`src/sv/trl_pkg.sv`:
```
// Shared types and constants of the transpose ranking list.
package trl_pkg;

   localparam int FUNC_BITS   = 3;
   localparam int KEY_BITS    = 32;
   localparam int RANK_BITS   = 5;
   localparam int STATUS_BITS = 2;
   localparam int PLACE_BITS  = 5;
   localparam int COUNT_BITS  = 5;

   // A read of the top never streams more words than this.
   localparam logic [RANK_BITS-1:0] TOP_LIMIT = 5'd16;

   typedef enum logic [FUNC_BITS-1:0] {
      FN_APPEND   = 3'd0,
      FN_ADD      = 3'd1,
      FN_CONTAINS = 3'd2,
      FN_GET_RANK = 3'd3,
      FN_MOVE_DN  = 3'd4,
      FN_POSITION = 3'd5,
      FN_READ_TOP = 3'd6
   } func_type;

   typedef enum logic [STATUS_BITS-1:0] {
      ST_OK   = 2'd0,
      ST_MISS = 2'd1,
      ST_FULL = 2'd2
   } status_type;

   typedef enum logic [3:0] {
      S_IDLE,
      S_SCAN,
      S_FETCH_A,
      S_FETCH_B,
      S_FETCH_C,
      S_SWAP_LO,
      S_SWAP_HI,
      S_APPEND,
      S_TOP_ISSUE,
      S_TOP_DATA,
      S_RESP
   } state_type;

endpackage

```
`src/sv/trl_req_if.sv`:
```
// Request channel of the transpose ranking list.
interface trl_req_if
   import trl_pkg::*;
();
   logic                 valid;
   logic                 ready;
   logic [FUNC_BITS-1:0] func;
   logic [KEY_BITS-1:0]  key;
   logic [RANK_BITS-1:0] rank;

   modport source (output valid, output func, output key, output rank, input ready);
   modport sink (input valid, input func, input key, input rank, output ready);
endinterface

```
`src/sv/trl_rsp_if.sv`:
```
// Response channel of the transpose ranking list.
interface trl_rsp_if
   import trl_pkg::*;
();
   logic                   valid;
   logic                   ready;
   logic [STATUS_BITS-1:0] status;
   logic [KEY_BITS-1:0]    data;
   logic [PLACE_BITS-1:0]  place;
   logic [COUNT_BITS-1:0]  count;
   logic                   last;

   modport source (output valid, output status, output data, output place, output count,
                   output last, input ready);
   modport sink (input valid, input status, input data, input place, input count,
                 input last, output ready);
endinterface

```
`src/sv/trl_ram.sv`:
```
// Generic single-write, single-read RAM with a registered read port.
module trl_ram #(
   parameter int WIDTH = 32,
   parameter int DEPTH = 16
) (
   input  logic                     clock,
   input  logic                     wr_en,
   input  logic [$clog2(DEPTH)-1:0] wr_addr,
   input  logic [WIDTH-1:0]         wr_data,
   input  logic                     rd_en,
   input  logic [$clog2(DEPTH)-1:0] rd_addr,
   output logic [WIDTH-1:0]         rd_data
);
   logic [WIDTH-1:0] mem_ff [DEPTH];
   logic [WIDTH-1:0] rd_data_ff;

   always_ff @(posedge clock) begin
      if (wr_en) begin
         mem_ff[wr_addr] <= wr_data;
      end
      if (rd_en) begin
         rd_data_ff <= mem_ff[rd_addr];
      end
   end

   assign rd_data = rd_data_ff;
endmodule

```
`src/sv/transpose_ranking_list.sv`:
```
// Self-organizing ranking table with the transpose rule. Keys live in one RAM with a single
// read port and a single write port, so a scan walks that RAM one entry per cycle. A lookup
// (add, contains, position) scans from rank one. Two writes follow when the found key trades
// places with its predecessor, and add appends a missing key after the scan. Append writes
// the key after the last entry; get by rank and move down fetch two neighbouring entries and
// swap them, but get by rank at rank one skips the swap. A read of the top loads each word
// into the output register once the previous word has been taken, and waits while the
// consumer does not keep up. One item is worked at a time; the next request is taken once
// the previous response word sits in the output register, even if that word has not yet
// been taken.
module transpose_ranking_list
   import trl_pkg::*;
#(
   parameter int CAPACITY  = 16,
   parameter int KEY_WIDTH = 32
) (
   input  logic  clock,
   input  logic  reset,
   trl_req_if.sink   req_if,
   trl_rsp_if.source rsp_if
);
   // Stored key width: the key field carries 32 bits at most.
   localparam int SW = (KEY_WIDTH < KEY_BITS) ? KEY_WIDTH : KEY_BITS;
   localparam int IW = $clog2(CAPACITY);
   localparam int FW = $clog2(CAPACITY + 1);
   localparam int CW = (FW > RANK_BITS) ? FW : RANK_BITS;

   state_type                state_ff, state_in;
   func_type                 op_ff, op_in;
   logic [SW-1:0]            key_ff, key_in;
   logic [RANK_BITS-1:0]     rank_ff, rank_in;
   logic [RANK_BITS-1:0]     top_n_ff, top_n_in;
   logic [FW-1:0]            fill_ff, fill_in;
   logic [FW-1:0]            idx_ff, idx_in;
   logic [FW-1:0]            cidx_ff, cidx_in;
   logic                     chk_ff, chk_in;
   logic [IW-1:0]            lo_ff, lo_in;
   logic [SW-1:0]            a_ff, a_in;
   logic [SW-1:0]            b_ff, b_in;
   status_type               status_ff, status_in;
   logic [KEY_BITS-1:0]      data_ff, data_in;
   logic [PLACE_BITS-1:0]    place_ff, place_in;

   logic                     rsp_valid_ff, rsp_valid_in;
   status_type               rsp_status_ff, rsp_status_in;
   logic [KEY_BITS-1:0]      rsp_data_ff, rsp_data_in;
   logic [PLACE_BITS-1:0]    rsp_place_ff, rsp_place_in;
   logic [COUNT_BITS-1:0]    rsp_count_ff, rsp_count_in;
   logic                     rsp_last_ff, rsp_last_in;

   logic                     ram_wr_en;
   logic [IW-1:0]            ram_wr_addr;
   logic [SW-1:0]            ram_wr_data;
   logic                     ram_rd_en;
   logic [IW-1:0]            ram_rd_addr;
   logic [SW-1:0]            ram_rd_data;

   logic                     req_fire;
   logic                     rsp_free;
   logic                     is_full;
   logic                     is_empty;
   logic [CW-1:0]            rank_cw;
   logic [CW-1:0]            fill_cw;
   logic [CW-1:0]            top_cw;
   logic [RANK_BITS-1:0]     top_n;
   logic                     get_bad;
   logic                     move_bad;
   logic                     scan_issue;
   logic                     scan_hit;
   logic                     scan_end;
   logic                     top_last;
   func_type                 req_func;

   trl_ram #(
      .WIDTH (SW),
      .DEPTH (CAPACITY)
   ) u_ram (
      .clock   (clock),
      .wr_en   (ram_wr_en),
      .wr_addr (ram_wr_addr),
      .wr_data (ram_wr_data),
      .rd_en   (ram_rd_en),
      .rd_addr (ram_rd_addr),
      .rd_data (ram_rd_data)
   );

   assign req_if.ready = (state_ff == S_IDLE);
   assign req_fire     = req_if.valid && req_if.ready;
   assign req_func     = func_type'(req_if.func);
   assign rsp_free     = !rsp_valid_ff || rsp_if.ready;

   assign is_full  = (fill_ff == FW'(CAPACITY));
   assign is_empty = (fill_ff == '0);
   assign rank_cw  = CW'(req_if.rank);
   assign fill_cw  = CW'(fill_ff);
   assign get_bad  = (req_if.rank == '0) || (rank_cw > fill_cw);
   assign move_bad = (req_if.rank == '0) || (rank_cw >= fill_cw);
   assign top_cw   = (rank_cw < fill_cw) ? rank_cw : fill_cw;
   assign top_n    = (top_cw > CW'(TOP_LIMIT)) ? TOP_LIMIT : RANK_BITS'(top_cw);

   // The scan keeps one read in flight; the word compared belongs to cidx_ff.
   assign scan_issue = (idx_ff < fill_ff);
   assign scan_hit   = chk_ff && (ram_rd_data == key_ff);
   assign scan_end   = chk_ff && !scan_hit && ((cidx_ff + FW'(1)) == fill_ff);
   assign top_last   = ((RANK_BITS'(idx_ff) + RANK_BITS'(1)) == top_n_ff);

   // Next state.
   always_comb begin
      state_in = state_ff;
      unique case (state_ff)
         S_IDLE: begin
            if (req_fire) begin
               unique case (req_func)
                  FN_APPEND:   state_in = is_full ? S_RESP : S_APPEND;
                  FN_ADD:      state_in = is_empty ? S_APPEND : S_SCAN;
                  FN_CONTAINS,
                  FN_POSITION: state_in = is_empty ? S_RESP : S_SCAN;
                  FN_GET_RANK: state_in = get_bad ? S_RESP : S_FETCH_A;
                  FN_MOVE_DN:  state_in = move_bad ? S_RESP : S_FETCH_A;
                  FN_READ_TOP: state_in = (top_n == '0) ? S_RESP : S_TOP_ISSUE;
                  default:     state_in = S_RESP;
               endcase
            end
         end
         S_SCAN: begin
            priority if (scan_hit) begin
               state_in = ((op_ff == FN_POSITION) || (cidx_ff == '0)) ? S_RESP : S_SWAP_LO;
            end else if (scan_end) begin
               state_in = ((op_ff == FN_ADD) && !is_full) ? S_APPEND : S_RESP;
            end else begin
               state_in = S_SCAN;
            end
         end
         S_FETCH_A: state_in = S_FETCH_B;
         S_FETCH_B: state_in = S_FETCH_C;
         S_FETCH_C: begin
            state_in = ((op_ff == FN_GET_RANK) && (rank_ff == RANK_BITS'(1))) ? S_RESP
                                                                              : S_SWAP_LO;
         end
         S_SWAP_LO:   state_in = S_SWAP_HI;
         S_SWAP_HI:   state_in = S_RESP;
         S_APPEND:    state_in = S_RESP;
         S_TOP_ISSUE: state_in = S_TOP_DATA;
         S_TOP_DATA: begin
            if (rsp_free) begin
               state_in = top_last ? S_IDLE : S_TOP_ISSUE;
            end
         end
         S_RESP: begin
            if (rsp_free) begin
               state_in = S_IDLE;
            end
         end
         default: state_in = S_IDLE;
      endcase
   end

   // Datapath, memory controls and response word.
   always_comb begin
      op_in     = op_ff;
      key_in    = key_ff;
      rank_in   = rank_ff;
      top_n_in  = top_n_ff;
      fill_in   = fill_ff;
      idx_in    = idx_ff;
      cidx_in   = cidx_ff;
      chk_in    = chk_ff;
      lo_in     = lo_ff;
      a_in      = a_ff;
      b_in      = b_ff;
      status_in = status_ff;
      data_in   = data_ff;
      place_in  = place_ff;

      rsp_valid_in  = rsp_valid_ff && !rsp_if.ready;
      rsp_status_in = rsp_status_ff;
      rsp_data_in   = rsp_data_ff;
      rsp_place_in  = rsp_place_ff;
      rsp_count_in  = rsp_count_ff;
      rsp_last_in   = rsp_last_ff;

      ram_wr_en   = 1'b0;
      ram_wr_addr = lo_ff;
      ram_wr_data = b_ff;
      ram_rd_en   = 1'b0;
      ram_rd_addr = lo_ff;

      unique case (state_ff)
         S_IDLE: begin
            if (req_fire) begin
               op_in     = req_func;
               key_in    = req_if.key[SW-1:0];
               rank_in   = req_if.rank;
               top_n_in  = top_n;
               idx_in    = '0;
               chk_in    = 1'b0;
               status_in = ST_OK;
               data_in   = '0;
               place_in  = '0;
               lo_in     = '0;
               unique case (req_func)
                  FN_APPEND: begin
                     if (is_full) begin
                        status_in = ST_FULL;
                     end
                  end
                  FN_ADD: begin
                  end
                  FN_CONTAINS,
                  FN_POSITION: begin
                     if (is_empty) begin
                        status_in = ST_MISS;
                     end
                  end
                  FN_GET_RANK: begin
                     if (get_bad) begin
                        status_in = ST_MISS;
                     end else if (req_if.rank != RANK_BITS'(1)) begin
                        lo_in = IW'(rank_cw - CW'(2));
                     end
                  end
                  FN_MOVE_DN: begin
                     if (move_bad) begin
                        status_in = ST_MISS;
                     end else begin
                        lo_in = IW'(rank_cw - CW'(1));
                     end
                  end
                  FN_READ_TOP: begin
                     if (top_n == '0) begin
                        status_in = ST_MISS;
                     end
                  end
                  default: status_in = ST_MISS;
               endcase
            end
         end
         S_SCAN: begin
            ram_rd_en   = scan_issue;
            ram_rd_addr = idx_ff[IW-1:0];
            if (scan_issue) begin
               idx_in = idx_ff + FW'(1);
            end
            chk_in  = scan_issue && !scan_hit && !scan_end;
            cidx_in = idx_ff;
            if (scan_hit) begin
               chk_in   = 1'b0;
               place_in = PLACE_BITS'(cidx_ff) + PLACE_BITS'(1);
               lo_in    = IW'(cidx_ff - FW'(1));
               b_in     = ram_rd_data;
            end else if (chk_ff) begin
               // Keep the entry just ahead of the next compare for a possible swap.
               a_in = ram_rd_data;
               if (scan_end) begin
                  if (op_ff != FN_ADD) begin
                     status_in = ST_MISS;
                  end else if (is_full) begin
                     status_in = ST_FULL;
                  end
               end
            end
         end
         S_FETCH_A: begin
            ram_rd_en   = 1'b1;
            ram_rd_addr = lo_ff;
         end
         S_FETCH_B: begin
            ram_rd_en   = 1'b1;
            ram_rd_addr = lo_ff + IW'(1);
            a_in        = ram_rd_data;
         end
         S_FETCH_C: begin
            b_in = ram_rd_data;
            if (op_ff == FN_GET_RANK) begin
               data_in = (rank_ff == RANK_BITS'(1)) ? KEY_BITS'(a_ff) : KEY_BITS'(ram_rd_data);
            end
         end
         S_SWAP_LO: begin
            ram_wr_en   = 1'b1;
            ram_wr_addr = lo_ff;
            ram_wr_data = b_ff;
         end
         S_SWAP_HI: begin
            ram_wr_en   = 1'b1;
            ram_wr_addr = lo_ff + IW'(1);
            ram_wr_data = a_ff;
         end
         S_APPEND: begin
            ram_wr_en   = 1'b1;
            ram_wr_addr = fill_ff[IW-1:0];
            ram_wr_data = key_ff;
            fill_in     = fill_ff + FW'(1);
         end
         S_TOP_ISSUE: begin
            ram_rd_en   = 1'b1;
            ram_rd_addr = idx_ff[IW-1:0];
         end
         S_TOP_DATA: begin
            if (rsp_free) begin
               rsp_valid_in  = 1'b1;
               rsp_status_in = ST_OK;
               rsp_data_in   = KEY_BITS'(ram_rd_data);
               rsp_place_in  = PLACE_BITS'(idx_ff) + PLACE_BITS'(1);
               rsp_count_in  = COUNT_BITS'(fill_ff);
               rsp_last_in   = top_last;
               idx_in        = idx_ff + FW'(1);
            end
         end
         S_RESP: begin
            if (rsp_free) begin
               rsp_valid_in  = 1'b1;
               rsp_status_in = status_ff;
               rsp_data_in   = data_ff;
               rsp_place_in  = place_ff;
               rsp_count_in  = COUNT_BITS'(fill_ff);
               rsp_last_in   = 1'b1;
            end
         end
         default: begin
         end
      endcase
   end

   always_ff @(posedge clock) begin
      if (reset) begin
         state_ff     <= S_IDLE;
         fill_ff      <= '0;
         chk_ff       <= 1'b0;
         rsp_valid_ff <= 1'b0;
      end else begin
         state_ff     <= state_in;
         fill_ff      <= fill_in;
         chk_ff       <= chk_in;
         rsp_valid_ff <= rsp_valid_in;
      end
   end

   always_ff @(posedge clock) begin
      op_ff         <= op_in;
      key_ff        <= key_in;
      rank_ff       <= rank_in;
      top_n_ff      <= top_n_in;
      idx_ff        <= idx_in;
      cidx_ff       <= cidx_in;
      lo_ff         <= lo_in;
      a_ff          <= a_in;
      b_ff          <= b_in;
      status_ff     <= status_in;
      data_ff       <= data_in;
      place_ff      <= place_in;
      rsp_status_ff <= rsp_status_in;
      rsp_data_ff   <= rsp_data_in;
      rsp_place_ff  <= rsp_place_in;
      rsp_count_ff  <= rsp_count_in;
      rsp_last_ff   <= rsp_last_in;
   end

   assign rsp_if.valid  = rsp_valid_ff;
   assign rsp_if.status = rsp_status_ff;
   assign rsp_if.data   = rsp_data_ff;
   assign rsp_if.place  = rsp_place_ff;
   assign rsp_if.count  = rsp_count_ff;
   assign rsp_if.last   = rsp_last_ff;

   // The table never holds more keys than it has room for.
   a_fill_bound: assert property (@(posedge clock) disable iff (reset)
      fill_ff <= FW'(CAPACITY))
      else $error("fill count beyond capacity");

   // Reads and writes of the key memory never share a cycle.
   a_no_overlap: assert property (@(posedge clock) disable iff (reset)
      !(ram_wr_en && ram_rd_en))
      else $error("key memory read and written in the same cycle");

   // An append grows the table by exactly one key.
   a_append_grows: assert property (@(posedge clock) disable iff (reset)
      (state_ff == S_APPEND) |=> (fill_ff == $past(fill_ff) + FW'(1)))
      else $error("append did not grow the table by one");

   // A compared word always comes from a held entry.
   a_scan_in_range: assert property (@(posedge clock) disable iff (reset)
      (state_ff == S_SCAN && chk_ff) |-> (cidx_ff < fill_ff))
      else $error("scan compared an entry beyond the fill count");

   // A swap touches two held entries.
   a_swap_in_range: assert property (@(posedge clock) disable iff (reset)
      (state_ff == S_SWAP_LO) |-> ((FW'(lo_ff) + FW'(1)) < fill_ff))
      else $error("swap pair lies beyond the fill count");
endmodule
```
`src/flat_wrapper.sv`:
```
// flat-port wrapper written by rule: the top's interface ports become plain ports
module transpose_ranking_list_flat import trl_pkg::*;
#(
   parameter int CAPACITY  = 16,
   parameter int KEY_WIDTH = 32
)
  (clock, reset, req_if_valid, req_if_func, req_if_key, req_if_rank, req_if_ready, rsp_if_valid, rsp_if_status, rsp_if_data, rsp_if_place, rsp_if_count, rsp_if_last, rsp_if_ready);
  trl_req_if req_if_i ();
  trl_rsp_if rsp_if_i ();
  input  logic clock;
  input  logic reset;
  input wire logic [$bits(req_if_i.valid)-1:0] req_if_valid;
  input wire logic [$bits(req_if_i.func)-1:0] req_if_func;
  input wire logic [$bits(req_if_i.key)-1:0] req_if_key;
  input wire logic [$bits(req_if_i.rank)-1:0] req_if_rank;
  output wire logic [$bits(req_if_i.ready)-1:0] req_if_ready;
  output wire logic [$bits(rsp_if_i.valid)-1:0] rsp_if_valid;
  output wire logic [$bits(rsp_if_i.status)-1:0] rsp_if_status;
  output wire logic [$bits(rsp_if_i.data)-1:0] rsp_if_data;
  output wire logic [$bits(rsp_if_i.place)-1:0] rsp_if_place;
  output wire logic [$bits(rsp_if_i.count)-1:0] rsp_if_count;
  output wire logic [$bits(rsp_if_i.last)-1:0] rsp_if_last;
  input wire logic [$bits(rsp_if_i.ready)-1:0] rsp_if_ready;
  assign req_if_i.valid = req_if_valid;
  assign req_if_i.func = req_if_func;
  assign req_if_i.key = req_if_key;
  assign req_if_i.rank = req_if_rank;
  assign req_if_ready = req_if_i.ready;
  assign rsp_if_valid = rsp_if_i.valid;
  assign rsp_if_status = rsp_if_i.status;
  assign rsp_if_data = rsp_if_i.data;
  assign rsp_if_place = rsp_if_i.place;
  assign rsp_if_count = rsp_if_i.count;
  assign rsp_if_last = rsp_if_i.last;
  assign rsp_if_i.ready = rsp_if_ready;
  transpose_ranking_list #(.CAPACITY(CAPACITY), .KEY_WIDTH(KEY_WIDTH)) u_core (.clock(clock), .reset(reset), .req_if(req_if_i), .rsp_if(rsp_if_i));
endmodule
```
`config.mk`:
```
export PLATFORM = sky130hd
export DESIGN_NAME = transpose_ranking_list_flat
export DESIGN_NICKNAME = d
export VERILOG_FILES = /design/src/sv/trl_pkg.sv /design/src/sv/trl_req_if.sv /design/src/sv/trl_rsp_if.sv /design/src/sv/trl_ram.sv /design/src/sv/transpose_ranking_list.sv /design/src/flat_wrapper.sv
export SDC_FILE = /design/constraint.sdc
export NUM_CORES = 1
export LEC_CHECK = 0
export BUFFER_PORTS_ARGS = -buffer_cell sky130_fd_sc_hd__buf_4
export CAP_MARGIN = 20
export CORE_AREA = 2 2 331 333
export CTS_CLUSTER_DIAMETER = 30
export CTS_CLUSTER_SIZE = 28
export DETAILED_ROUTE_END_ITERATION = 8
export DIE_AREA = 0 0 333 335
export GPL_TIMING_DRIVEN = 0
export SYNTH_ARGS = -nofsm -noshare
export SYNTH_HDL_FRONTEND = slang
export SYNTH_SLANG_ARGS = --single-unit
```
`constraint.sdc`:
```
create_clock -name clock -period 6.72 [get_ports clock]
set_clock_uncertainty 0.1 [all_clocks]
set_input_delay 0 -clock clock [delete_from_list [all_inputs] [get_ports clock]]
set_output_delay 0 -clock clock [all_outputs]
set_load 0.01 [all_outputs]
```
==> results_dict.tcl <==
set metrics [dict create \
    cp-start-kind "register" \
    cts_resized 0 \
    fin_cells 4054 \
    finalSetupTns_ns 0 \
    ctsHoldBuffers 84 \
    timing.final.crit_share_pct 66.95 \
    synth-seq-cells 762 \
    dr.pass1.iters 6 \
    place_congestion 0.8756 \
    dp.cells 3724 \
    grt_max_degree 35 \
    cts_tree "yes" \
    synth_ff_type "edfxtp_1" \
    leakagePower_nw 14.04 \
    vias 20630 \
    rsz0062_at_grt "no" \
    critPathMaxFanout 10 \
    area.sequential_mm2 0.02277 \
    status "complete, no violations" \
    worst_pin_slew_ns 1.105 \
    antenna_found_initial 2 \
    die-width_um 333 \
    fin_crit_ns 4.499 \
    place_area_mm2 0.03549 \
    root_buffer "clkbuf_16" \
    vias_per_cell 5.089 \
    path_class "reg -> reg" \
    endpoint_kind "register" \
    peakVddDrop_mv 0.2732 \
    place_ws_ns 2.324 \
    syn_nets 2233 \
    port_buffers 89 \
    cts.sinks 762 \
    hold_path.class "in -> reg" \
    io_pins 91 \
    final_common_cell "edfxtp_1" \
    drt-total-wl_mm 89.40 \
    cts_buffer_depth 3 \
    finalWorstSetupSlack_ns 2.221 \
    route.detailed.drc 0 \
    final_cell_area_mm2 0.04091 \
    drive_gt1_share_pct 16.25 \
    clkTransAtPathRegs_ns 0.05 \
    synth_area_mm2 0.03210 \
    place_hpwl_mm 63.50 \
    antennaDiodeCount 0 \
    synthArstFlopShare_pct 0 \
    die_area_mm2 0.1116 \
    power.total_mw 20.24 \
    cp.required_ns 7.14 \
    final-setup-viol-count 0 \
    fmax_ghz 0.2223 \
    groute.usage.overall_pct 15.87 \
    drtIter0Drc 1689 \
    maxSlewViolCount 0 \
    fp-row-count 121 \
    synth.yosys.warnings 0 \
    hold_viol 0 \
    postCtsSetupBuffers 0 \
    cts_inserted_buffers 134 \
    yosysUniqueCellTypes 66 \
    grt_pass1_vias 21110 \
    detail-route-antenna-nets 0 \
    syn_avg_cell_area_um2 14.80 \
    final_nets 2599 \
    synthCells 2169 \
    grt_first_pass_wirelength_mm 132.9 \
    final_cell_mix "edfxtp_1 (751), nand2_1 (244), mux2i_1 (167)" \
    max_cap_viol_count 0 \
    overflow 0 \
    slew_headroom_pct 24.44 \
    ys_seq_area_share_pct 70.94 \
    core_area_mm2 0.1081 \
    syn2layout_area_growth_pct 27.43 \
    multi_input_area_mm2 0.008703 \
    htreeDepth 4 \
    utilization_pct 37.84 \
    powerDensity_mw_per_mm2 494.7 \
    holdWs_ns 0.1607 \
    dieHeight_um 335 \
    clock_latency_ns 0.72 \
    synth_edf_count 751 \
    num-fill-cells 10040 \
    arrival_ns 4.92 \
    wl_per_cell_um 22.05 \
    initial_core_util_pct 29.70 \
]
## synthesized netlist by cell type (6+ instances only)
| master | number | area share [%] |
|---|---|---|
| edfxtp_1 | 751 | 70 |
| nand2_1 | 244 | 2.9 |
| mux2i_1 | 167 | 5.2 |
| and2_1 | 132 | 2.6 |
| a2111oi_0 | 128 | 3.5 |
| a221oi_1 | 119 | 3.2 |
| clkbuf_1 | 111 | 1.3 |
| a21oi_1 | 59 | 0.92 |
| nor2_1 | 53 | 0.62 |
| o21ai_0 | 53 | 0.83 |
| xor2_1 | 43 | 1.2 |
| or4_1 | 35 | 0.82 |
| inv_1 | 26 | 0.30 |
| ha_1 | 20 | 0.78 |
| buf_4 | 16 | 0.37 |
| buf_2 | 15 | 0.23 |
| xnor2_1 | 15 | 0.41 |
| buf_1 | 14 | 0.16 |
| nand3_1 | 14 | 0.22 |
| nor4_1 | 13 | 0.25 |
| dfxtp_1 | 11 | 0.69 |
| a221oi_2 | 10 | 0.47 |
| and3_1 | 9 | 0.18 |
| nand2b_1 | 8 | 0.16 |
| a31oi_1 | 7 | 0.14 |
| nor3_1 | 7 | 0.11 |
| a21o_1 | 6 | 0.14 |
| nor2b_1 | 6 | 0.12 |
| nor3b_1 | 6 | 0.14 |
## cell families (layout without fill, tap and decap cells)
family | after synthesis | after routing | share of synthesized area (%)
buffers and inverters | 186 | 657 | 2.491
adder cells (fa/ha/maj) | 20 | 20 | 0.7796
AND/OR/NAND/NOR | 547 | 547 | 8.509
flip-flops | 762 | 762 | 70.94
XOR/XNOR | 59 | 59 | 1.653
multiplexers | 168 | 168 | 5.254
AO/OA/AOI/OAI | 427 | 427 | 10.37
## report_power, final
| group | switching [mW] | internal [mW] |
|---|---|---|
| clock | 2.35 | 4.43 |
| sequential | 0.397 | 6.22 |
| combinational | 4.69 | 2.16 |
| total | 7.44 | 12.8 |
## final timing paths
kind	slack [ns]	endpoint	start	cells after the start
setup / recovery	2.22	u_core.u_ram.rd_data[29]$_DFFE_PP_	u_core.state_ff[0]$_SDFFE_PP0P_	10
hold / removal	0.16	u_core.top_n_ff[3]$_DFFE_PP_	req_if_rank[3]	4
setup reg to reg	2.22	u_core.u_ram.rd_data[29]$_DFFE_PP_	u_core.state_ff[0]$_SDFFE_PP0P_	10
hold reg to reg	0.33	u_core.rsp_if.count[2]$_DFFE_PP_	u_core.fill_cw[2]$_SDFFE_PP0N_	0
## routing by layer
layer  wire length, um  global-route usage [%]  part of all wire [%]  vias to the layer above
met4              2569                   6.133                   2.9                        2
li1                  -                       -                     -                     9347
met2             44030                   27.12                    49                      750
met3              5425                   2.753                   6.1                      169
met5                20                       0                 0.022                        -
met1             37360                   20.03                    42                    10360
## state kept, by name, indices dropped and copies added, names as in the netlist, 32 cells and up
| register | cells |
|---|---|
| u_core.u_ram.mem_ff | 512 |
| u_core.a_ff | 32 |
| u_core.b_ff | 32 |
| u_core.data_ff | 32 |
| u_core.key_ff | 32 |
| u_core.rsp_if.data | 32 |
| u_core.u_ram.rd_data | 32 |
## layout make-up
| cell class | count | area share [%] |
|---|---|---|
| repair buffers | 230 | 5.686 |
| multi-input cells | 1221 | 21.28 |
| inverters | 27 | 0.2478 |
| flip-flops and latches | 762 | 55.67 |
| well taps | 1414 | 4.325 |
| clock buffers | 156 | 8.607 |
| clock inverters | 85 | 2.481 |
| plain buffers | 159 | 1.707 |
## worst max-delay path: stages (launching register included)
cell	delay [ns]
dfxtp_1	0.29
buf_2	0.17
clkbuf_1	0.26
nor2_1	0.36
nand4_1	0.16
nand3_1	0.34
clkbuf_1	0.60
clkbuf_1	0.60
a221oi_1	0.11
a2111oi_0	0.96
or4_1	0.34
No activity file was read; power rests on OpenSTA's default activity.
